## src/hw/rtl/gkpw_pkg.sv

```systemverilog
// ----------------------------------------------------------------------------
// gkpw_pkg
// Shared types and constants for the gait key-point window classifier.
// ----------------------------------------------------------------------------
package gkpw_pkg;

    localparam int WINDOW_LEN_DEF = 15;
    localparam int SAMPLE_W       = 16;
    localparam int LIMIT_W        = 32;
    localparam int CFG_ADDR_W     = 2;
    localparam int CLASS_W        = 3;

    localparam logic [LIMIT_W-1:0] STILL_LIMIT_RST = 32'd4624220;

    typedef enum logic [CFG_ADDR_W-1:0] {
        CFG_STILL_LIMIT = 2'd0,
        CFG_ANGLE_LIMIT = 2'd1,
        CFG_RATE_LIMIT  = 2'd2
    } cfg_index_t;

    typedef enum logic [CLASS_W-1:0] {
        CLS_NOT_READY = 3'd0,
        CLS_NONE      = 3'd1,
        CLS_ANGLE_MIN = 3'd2,
        CLS_RATE_PEAK = 3'd3,
        CLS_RATE_ZERO = 3'd4,
        CLS_STILL     = 3'd5
    } class_t;

    typedef enum logic [2:0] {
        ST_IDLE,
        ST_SQR,
        ST_SUM,
        ST_SCAN,
        ST_CLASS,
        ST_DONE
    } state_t;

    // one window entry, held by one cell
    typedef struct packed {
        logic signed [SAMPLE_W-1:0] angle;
        logic signed [SAMPLE_W-1:0] rate;
        logic                       still;
    } entry_t;

endpackage

```

## src/hw/rtl/gkpw_cell.sv

```systemverilog
// ----------------------------------------------------------------------------
// gkpw_cell
// One window cell: holds an entry and takes its neighbor's entry on load.
// ----------------------------------------------------------------------------
module gkpw_cell
    import gkpw_pkg::*;
(
    input  logic   aclk,
    input  logic   load,
    input  entry_t entry_in,
    output entry_t entry_out
);

    entry_t entry_reg;
    entry_t entry_next;

    always_comb begin
        entry_next = load ? entry_in : entry_reg;
    end

    always_ff @(posedge aclk) begin
        entry_reg <= entry_next;
    end

    assign entry_out = entry_reg;

endmodule

```

## src/hw/rtl/gkpw_msq.sv

```systemverilog
// ----------------------------------------------------------------------------
// gkpw_msq
// Squared acceleration magnitude: three registered squares and their sum.
// ----------------------------------------------------------------------------
module gkpw_msq
    import gkpw_pkg::*;
(
    input  logic                       aclk,
    input  logic                       en,
    input  logic signed [SAMPLE_W-1:0] acc_x,
    input  logic signed [SAMPLE_W-1:0] acc_y,
    input  logic signed [SAMPLE_W-1:0] acc_z,
    output logic        [LIMIT_W-1:0]  mag_sq
);

    localparam int PROD_W = 2 * SAMPLE_W;

    logic signed [PROD_W-1:0] prod_x;
    logic signed [PROD_W-1:0] prod_y;
    logic signed [PROD_W-1:0] prod_z;
    logic [PROD_W-2:0] sq_x_reg, sq_y_reg, sq_z_reg;
    logic [PROD_W-2:0] sq_x_next, sq_y_next, sq_z_next;

    always_comb begin
        prod_x    = PROD_W'(acc_x) * PROD_W'(acc_x);
        prod_y    = PROD_W'(acc_y) * PROD_W'(acc_y);
        prod_z    = PROD_W'(acc_z) * PROD_W'(acc_z);
        sq_x_next = en ? prod_x[PROD_W-2:0] : sq_x_reg;
        sq_y_next = en ? prod_y[PROD_W-2:0] : sq_y_reg;
        sq_z_next = en ? prod_z[PROD_W-2:0] : sq_z_reg;
    end

    always_ff @(posedge aclk) begin
        sq_x_reg <= sq_x_next;
        sq_y_reg <= sq_y_next;
        sq_z_reg <= sq_z_next;
    end

    // each square is at most 2^30, so the sum fits 32 bits
    assign mag_sq = {1'b0, sq_x_reg} + {1'b0, sq_y_reg} + {1'b0, sq_z_reg};

endmodule

```

## src/hw/rtl/gait_key_point_window_classifier.sv

```systemverilog
// ----------------------------------------------------------------------------
// gait_key_point_window_classifier
// Sliding-window classifier of IMU samples for gait key points.
// ----------------------------------------------------------------------------
// Each accepted sample is shifted into a row of WINDOW_LEN cells and one
// class for the window's middle sample is returned per request. The first
// WINDOW_LEN-1 results are "not ready". While filling, a sample passes
// through ST_SQR, ST_SUM and ST_DONE before the next accept; once the window
// is full, ST_SCAN also rotates the ring of cells once past the single
// min/max comparator and ST_CLASS follows. A new sample is taken while the
// previous result still waits in the output register.
module gait_key_point_window_classifier
    import gkpw_pkg::*;
#(
    parameter int WINDOW_LEN = WINDOW_LEN_DEF
) (
    input  logic                  aclk,
    input  logic                  aresetn,
    input  logic                  s_tvalid,
    output logic                  s_tready,
    input  logic [79:0]           s_tdata,   // acc_x, acc_y, acc_z, rate_x, angle_x
    output logic                  m_tvalid,
    input  logic                  m_tready,
    output logic [7:0]            m_tdata,   // middle_class, zero fill
    input  logic                  cfg_wen,
    input  logic [CFG_ADDR_W-1:0] cfg_addr,
    input  logic [LIMIT_W-1:0]    cfg_wdata
);

    localparam int CNT_W = $clog2(WINDOW_LEN + 1);
    localparam int MID   = WINDOW_LEN / 2;
    localparam int IN_W  = 5 * SAMPLE_W;

    function automatic logic crosses(input logic signed [SAMPLE_W-1:0] mid,
                                     input logic signed [SAMPLE_W-1:0] nb);
        logic signed [SAMPLE_W:0] ms;
        logic signed [SAMPLE_W:0] ns;
        logic        [SAMPLE_W:0] mm;
        logic        [SAMPLE_W:0] nm;
        logic                     opp;
        ms  = {mid[SAMPLE_W-1], mid};
        ns  = {nb[SAMPLE_W-1], nb};
        mm  = ms[SAMPLE_W] ? (SAMPLE_W+1)'(-ms) : ms;
        nm  = ns[SAMPLE_W] ? (SAMPLE_W+1)'(-ns) : ns;
        opp = (mid > 0 && nb < 0) || (mid < 0 && nb > 0);
        return opp && (mm < nm);
    endfunction

    state_t state_reg, state_next;

    logic [LIMIT_W-1:0]         still_limit_reg;
    logic signed [SAMPLE_W-1:0] angle_limit_reg;
    logic signed [SAMPLE_W-1:0] rate_limit_reg;

    logic [IN_W-1:0]            sample_reg, sample_next;
    logic [CNT_W-1:0]           fill_cnt_reg, fill_cnt_next;
    logic [CNT_W-1:0]           still_cnt_reg, still_cnt_next;
    logic [CNT_W-1:0]           scan_cnt_reg, scan_cnt_next;
    logic signed [SAMPLE_W-1:0] amin_reg, amin_next;
    logic signed [SAMPLE_W-1:0] rmax_reg, rmax_next;
    class_t                     cls_reg, cls_next;
    logic                       m_tvalid_reg, m_tvalid_next;
    class_t                     m_class_reg, m_class_next;

    logic in_accept, out_free;
    logic cell_shift, cell_rotate, msq_en;
    logic scan_last;
    logic still_new;
    logic [LIMIT_W-1:0] mag_sq;
    entry_t new_entry;
    entry_t head;
    entry_t cell_q [WINDOW_LEN];
    entry_t cell_d [WINDOW_LEN];

    assign in_accept = s_tvalid && s_tready;
    assign out_free  = !m_tvalid_reg || m_tready;
    assign scan_last = (scan_cnt_reg == CNT_W'(WINDOW_LEN - 1));
    assign head      = cell_q[0];

    // configuration
    always_ff @(posedge aclk) begin
        if (!aresetn) begin
            still_limit_reg <= STILL_LIMIT_RST;
            angle_limit_reg <= '0;
            rate_limit_reg  <= '0;
        end else if (cfg_wen) begin
            case (cfg_addr)
                CFG_STILL_LIMIT: still_limit_reg <= cfg_wdata;
                CFG_ANGLE_LIMIT: angle_limit_reg <= cfg_wdata[SAMPLE_W-1:0];
                CFG_RATE_LIMIT:  rate_limit_reg  <= cfg_wdata[SAMPLE_W-1:0];
                default: ;
            endcase
        end
    end

    gkpw_msq u_msq (
        .aclk   (aclk),
        .en     (msq_en),
        .acc_x  (sample_reg[SAMPLE_W-1:0]),
        .acc_y  (sample_reg[2*SAMPLE_W-1:SAMPLE_W]),
        .acc_z  (sample_reg[3*SAMPLE_W-1:2*SAMPLE_W]),
        .mag_sq (mag_sq)
    );

    assign still_new       = (mag_sq <= still_limit_reg);
    assign new_entry.rate  = sample_reg[4*SAMPLE_W-1:3*SAMPLE_W];
    assign new_entry.angle = sample_reg[5*SAMPLE_W-1:4*SAMPLE_W];
    assign new_entry.still = still_new;

    // shift: oldest leaves at cell 0, new sample enters at the end
    // rotate: cell 0 wraps to the end, WINDOW_LEN rotations restore the row
    for (genvar i = 0; i < WINDOW_LEN; i++) begin : g_cell
        if (i == WINDOW_LEN - 1) begin : g_tail
            assign cell_d[i] = cell_shift ? new_entry : cell_q[0];
        end else begin : g_body
            assign cell_d[i] = cell_q[i+1];
        end
        gkpw_cell u_cell (
            .aclk      (aclk),
            .load      (cell_shift || cell_rotate),
            .entry_in  (cell_d[i]),
            .entry_out (cell_q[i])
        );
    end

    // next state
    always_comb begin
        state_next = state_reg;
        unique case (state_reg)
            ST_IDLE:  if (in_accept) state_next = ST_SQR;
            ST_SQR:   state_next = ST_SUM;
            ST_SUM: begin
                if (fill_cnt_reg >= CNT_W'(WINDOW_LEN - 1)) state_next = ST_SCAN;
                else                                        state_next = ST_DONE;
            end
            ST_SCAN:  if (scan_last) state_next = ST_CLASS;
            ST_CLASS: state_next = ST_DONE;
            ST_DONE:  if (out_free) state_next = ST_IDLE;
            default:  state_next = ST_IDLE;
        endcase
    end

    // control outputs
    always_comb begin
        s_tready    = 1'b0;
        msq_en      = 1'b0;
        cell_shift  = 1'b0;
        cell_rotate = 1'b0;
        unique case (state_reg)
            ST_IDLE: s_tready    = 1'b1;
            ST_SQR:  msq_en      = 1'b1;
            ST_SUM:  cell_shift  = 1'b1;
            ST_SCAN: cell_rotate = 1'b1;
            default: ;
        endcase
    end

    // datapath
    always_comb begin
        sample_next    = in_accept ? s_tdata : sample_reg;
        fill_cnt_next  = fill_cnt_reg;
        still_cnt_next = still_cnt_reg;
        scan_cnt_next  = scan_cnt_reg;
        amin_next      = amin_reg;
        rmax_next      = rmax_reg;
        cls_next       = cls_reg;
        m_tvalid_next  = m_tvalid_reg;
        m_class_next   = m_class_reg;

        if (cell_shift) begin
            if (fill_cnt_reg == CNT_W'(WINDOW_LEN) && head.still
                    && still_cnt_reg != '0) begin
                still_cnt_next = still_cnt_reg - CNT_W'(1);
            end
            if (still_new) begin
                still_cnt_next = still_cnt_next + CNT_W'(1);
            end
            if (fill_cnt_reg != CNT_W'(WINDOW_LEN)) begin
                fill_cnt_next = fill_cnt_reg + CNT_W'(1);
            end
            cls_next      = CLS_NOT_READY;
            scan_cnt_next = '0;
        end

        if (cell_rotate) begin
            if (scan_cnt_reg == '0) begin
                amin_next = head.angle;
                rmax_next = head.rate;
            end else begin
                if (head.angle < amin_reg) amin_next = head.angle;
                if (head.rate > rmax_reg)  rmax_next = head.rate;
            end
            scan_cnt_next = scan_cnt_reg + CNT_W'(1);
        end

        if (state_reg == ST_CLASS) begin
            priority if (amin_reg == cell_q[MID].angle && amin_reg < angle_limit_reg) begin
                cls_next = CLS_ANGLE_MIN;
            end else if (rmax_reg == cell_q[MID].rate && rmax_reg > rate_limit_reg) begin
                cls_next = CLS_RATE_PEAK;
            end else if (still_cnt_reg > CNT_W'(WINDOW_LEN / 2)) begin
                cls_next = CLS_STILL;
            end else if (crosses(cell_q[MID].rate, cell_q[MID-1].rate)
                      || crosses(cell_q[MID].rate, cell_q[MID+1].rate)) begin
                cls_next = CLS_RATE_ZERO;
            end else begin
                cls_next = CLS_NONE;
            end
        end

        if (m_tready) m_tvalid_next = 1'b0;
        if (state_reg == ST_DONE && out_free) begin
            m_tvalid_next = 1'b1;
            m_class_next  = cls_reg;
        end
    end

    always_ff @(posedge aclk) begin
        if (!aresetn) begin
            state_reg     <= ST_IDLE;
            fill_cnt_reg  <= '0;
            still_cnt_reg <= '0;
            scan_cnt_reg  <= '0;
            m_tvalid_reg  <= 1'b0;
        end else begin
            state_reg     <= state_next;
            fill_cnt_reg  <= fill_cnt_next;
            still_cnt_reg <= still_cnt_next;
            scan_cnt_reg  <= scan_cnt_next;
            m_tvalid_reg  <= m_tvalid_next;
        end
    end

    always_ff @(posedge aclk) begin
        sample_reg  <= sample_next;
        amin_reg    <= amin_next;
        rmax_reg    <= rmax_next;
        cls_reg     <= cls_next;
        m_class_reg <= m_class_next;
    end

    assign m_tvalid = m_tvalid_reg;
    assign m_tdata  = {5'b0, m_class_reg};

endmodule

```

## config.mk

```make
export PLATFORM = sky130hd
export DESIGN_NAME = gait_key_point_window_classifier
export DESIGN_NICKNAME = d
export VERILOG_FILES = /design/src/hw/rtl/gkpw_pkg.sv /design/src/hw/rtl/gkpw_cell.sv /design/src/hw/rtl/gkpw_msq.sv /design/src/hw/rtl/gait_key_point_window_classifier.sv
export SDC_FILE = /design/constraint.sdc
export NUM_CORES = 2
export LEC_CHECK = 0
export BUFFER_PORTS_ARGS = -buffer_cell sky130_fd_sc_hd__buf_2
export CAP_MARGIN = 20
export CORE_ASPECT_RATIO = 2
export CORE_MARGIN = 2
export CORE_UTILIZATION = 54
export CTS_BUF_LIST = sky130_fd_sc_hd__clkbuf_4
export CTS_CLUSTER_SIZE = 24
export DETAILED_ROUTE_END_ITERATION = 8
export GPL_ROUTABILITY_DRIVEN = 0
export HOLD_SLACK_MARGIN = 0.02
export PLACE_DENSITY_LB_ADDON = 0.2
export SYNTH_ARGS = -nofsm -noshare
export SYNTH_HDL_FRONTEND = slang
export SYNTH_SLANG_ARGS = --single-unit
```

## constraint.sdc

```tcl
create_clock -name aclk -period 20.8 [get_ports aclk]
set_input_delay 2.08 -clock aclk [delete_from_list [all_inputs] [get_ports aclk]]
set_output_delay 2.08 -clock aclk [all_outputs]
set_load 0.03 [all_outputs]
```

==> flow_summary.json <==
{
  "cp-end-kind": "flop",
  "vias": 35700,
  "max_stage_delay_ns": 0.73,
  "io_pins": 129,
  "synth_top_family_by_area": "adder cells",
  "final-max-slew-violation-count": 0,
  "fmax_mhz": 134,
  "synth_commonest_cells": "inv_1, fa_1, edfxtp_1, nand2_1, ha_1",
  "path_clk_slew_ns": 0.07,
  "worst_skew_pair.late_latency_ns": 1.12,
  "grt_max_degree": 112,
  "yosys.cell_types.count": 82,
  "post_cts_resized": 0,
  "start_kind": "flop",
  "cts_buffer_depth": 3,
  "drive_above_1_share_pct": 8.79,
  "largest_reg_flops": 495,
  "syn_to_final_growth_pct": 7.84,
  "yosysTopAreaCellShare_pct": 36.8,
  "io_buffers": 123,
  "htree_num_levels": 4,
  "min_period_ns": 7.46,
  "yosysWarnings": 0,
  "required_ns": 21.66,
  "max_slew_margin_pct": 31.2,
  "status": "complete, no violations",
  "numCtsBuffers": 180,
  "dp_cells": 6318,
  "post-route-period-util_pct": 35.9,
  "critical_path.startpoint": "sample_reg[47]",
  "synth_edf_count": 703,
  "rsz0062_at_grt": "no",
  "hpwl_mm": 103,
  "ys_seq_elements": 783,
  "yosys-top-cells-area": "edfxtp_1, fa_1, ha_1",
  "cp-endpoint": "u_msq.sq_z_reg[29]",
  "ant_nets": 0,
  "grt_pass1_vias": 39500,
  "final_cell_count_no_fill": 6646,
  "synth-compound-area-share_pct": 6.38,
  "yosysTopAreaCell": "edfxtp_1",
  "dr.pass1.iters": 5,
  "yosysSeqAreaShare_pct": 39.6,
  "ys.flop_type": "edfxtp_1",
  "hold_depth": 0,
  "fin_setup_tns_ns": 0,
  "drt_iter0_drc": 1715,
  "cp_max_fo": 17,
  "rows": 169,
  "tritoncts": "yes",
  "final-hold-violation-count": 0,
  "clock_sinks": 783,
  "antenna_found_initial": 6,
  "wl_mm": 132,
  "cp_slowest_cell": "fa_1",
  "finClkSkew_ns": 0.0973,
  "netlist_instances": 4913,
  "worstMarginPinSlew_ns": 1.03,
  "drcViolationCount": 0,
  "max_cap_viol_count": 0,
  "syn_area_per_cell_um2": 11.7,
  "wl_per_cell_um": 19.8,
  "fp.dieH_um": 465,
  "core-area_mm2": 0.106,
  "yosys.area_share.simple_pct": 8.09,
  "critPathArrivalTime_ns": 8.32,
  "yosysMostFrequentCell": "inv_1",
  "setup_violations": 0,
  "overflow": 0,
  "dieArea_mm2": 0.109,
  "r2r-end": "u_msq.sq_z_reg[29]",
  "cts_root_buf": "clkbuf_4",
  "layout.nets": 6396,
  "start_util_pct": 54.2,
  "path_common_cell": "fa_1",
  "grt_pass1_wl_mm": 208,
  "postCtsHoldBufs": 0,
  "grt_usage_pct": 25.4,
  "synthesis.area_mm2": 0.0573,
  "ff2ff_setup_slack_ns": 13.34,
  "synthMuxAreaShare_pct": 0.129,
  "path_cells": "inv_1 -> nor2_1 -> fa_1 -> inv_1 -> fa_1 -> inv_1 -> fa_1 -> fa_1 -> fa_1 -> inv_1 -> fa_1 -> inv_1 -> ha_1 -> a21o_1 -> a21o_1 -> a21oi_1 -> o31ai_1 -> a2111oi_0 -> a211oi_1 -> a21o_1 -> a21oi_1 -> xnor2_1",
  "hold_ws_ns": 0.372,
  "crit_type": "flop to flop",
  "synthAdderAreaFrac_pct": 34.3,
  "die_x_um": 234,
  "synth_xor_area_share_pct": 3.61,
  "hp-class": "flop to flop",
  "vias_per_cell": 5.36,
  "postCtsSetupRepairBufs": 0,
  "synth-async-reset-ratio_pct": 0,
  "r2r-start": "sample_reg[47]",
  "reg2regPathDepth": 22
}
-- worst max-delay path: cells and delay by family (launching register included) --
kind,cells,cell delay [ns]
flip-flops,1,0.63
XOR/XNOR,1,0.08
buffers and inverters,5,0.99
AND/OR/NAND/NOR,1,0.17
AO/OA/AOI/OAI,8,1.70
adder cells (fa/ha/maj),7,3.62
-- final cells by class --
cell class	count	area [um2]
Clock buffer	228	1710
Multi-Input combinational cell	2949	30200
Timing Repair Buffer	138	748
Fill cell	8890	43900
Tap cell	1368	1710
Antenna cell	8	20.0
Sequential cell	783	22700
Clock inverter	91	668
Inverter	1081	4070
-- through the flow --
step	area, um2	worst slack (ns)	util [%]
6_report	61800	13.34	58.5
5_1_grt	61800	12.87	58.5
4_1_cts	61800	13.36	58.4
3_5_place_dp	59400	13.39	56.2
3_3_place_gp	59400	13.46	56.2
2_1_floorplan	57400	6.58	-
-- how the worst min path moves through the flow --
stage | start | to
2_1_floorplan | g_cell[1].u_cell.entry_out[0] | g_cell[0].u_cell.entry_out[0]
6_report | g_cell[14].u_cell.entry_out[26] | g_cell[13].u_cell.entry_out[26]
5_1_grt | g_cell[2].u_cell.entry_out[26] | g_cell[1].u_cell.entry_out[26]
4_1_cts | g_cell[14].u_cell.entry_out[26] | g_cell[13].u_cell.entry_out[26]
3_3_place_gp | g_cell[10].u_cell.entry_out[5] | g_cell[9].u_cell.entry_out[5]
3_5_place_dp | g_cell[1].u_cell.entry_out[29] | g_cell[0].u_cell.entry_out[29]
-- cell usage in the layout (no fill, tap or decap), types with 35 or more instances in the layout --
master    instances
buf_2           123
xor2_1           71
ha_1            428
nand4_1          38
a21o_1           73
clkinv_1         58
nand3_1          35
nand2_1         510
clkbuf_4        228
and2_1           84
dfxtp_1          80
fa_1            716
edfxtp_1        703
xnor2_1         165
a21oi_1         132
nor2_1          185
a21boi_0         60
inv_1          1072
o21ai_0          74
-- kinds of logic (layout without fill, tap and decap cells) --
| logic type | count (synthesis) | after routing |
|---|---|---|
| compound gates | 529 | 529 |
| buf+inv | 1190 | 1538 |
| other cells | 2 | 19 |
| mux | 7 | 7 |
| xor+xnor | 236 | 236 |
| flops | 783 | 783 |
| simple gates | 1022 | 1022 |
| fa+ha+maj | 1144 | 1144 |
-- routing by layer --
layer  track usage (%)  share of wire (%)
met5                 0             0.0099
met1              25.4                 33
met4              19.2                8.7
met2              46.3                 54
met3              4.05                4.2
Power is left out: the tool's default activity adds up to more than one toggle a clock period on the data nets, which glitch-free logic cannot reach.
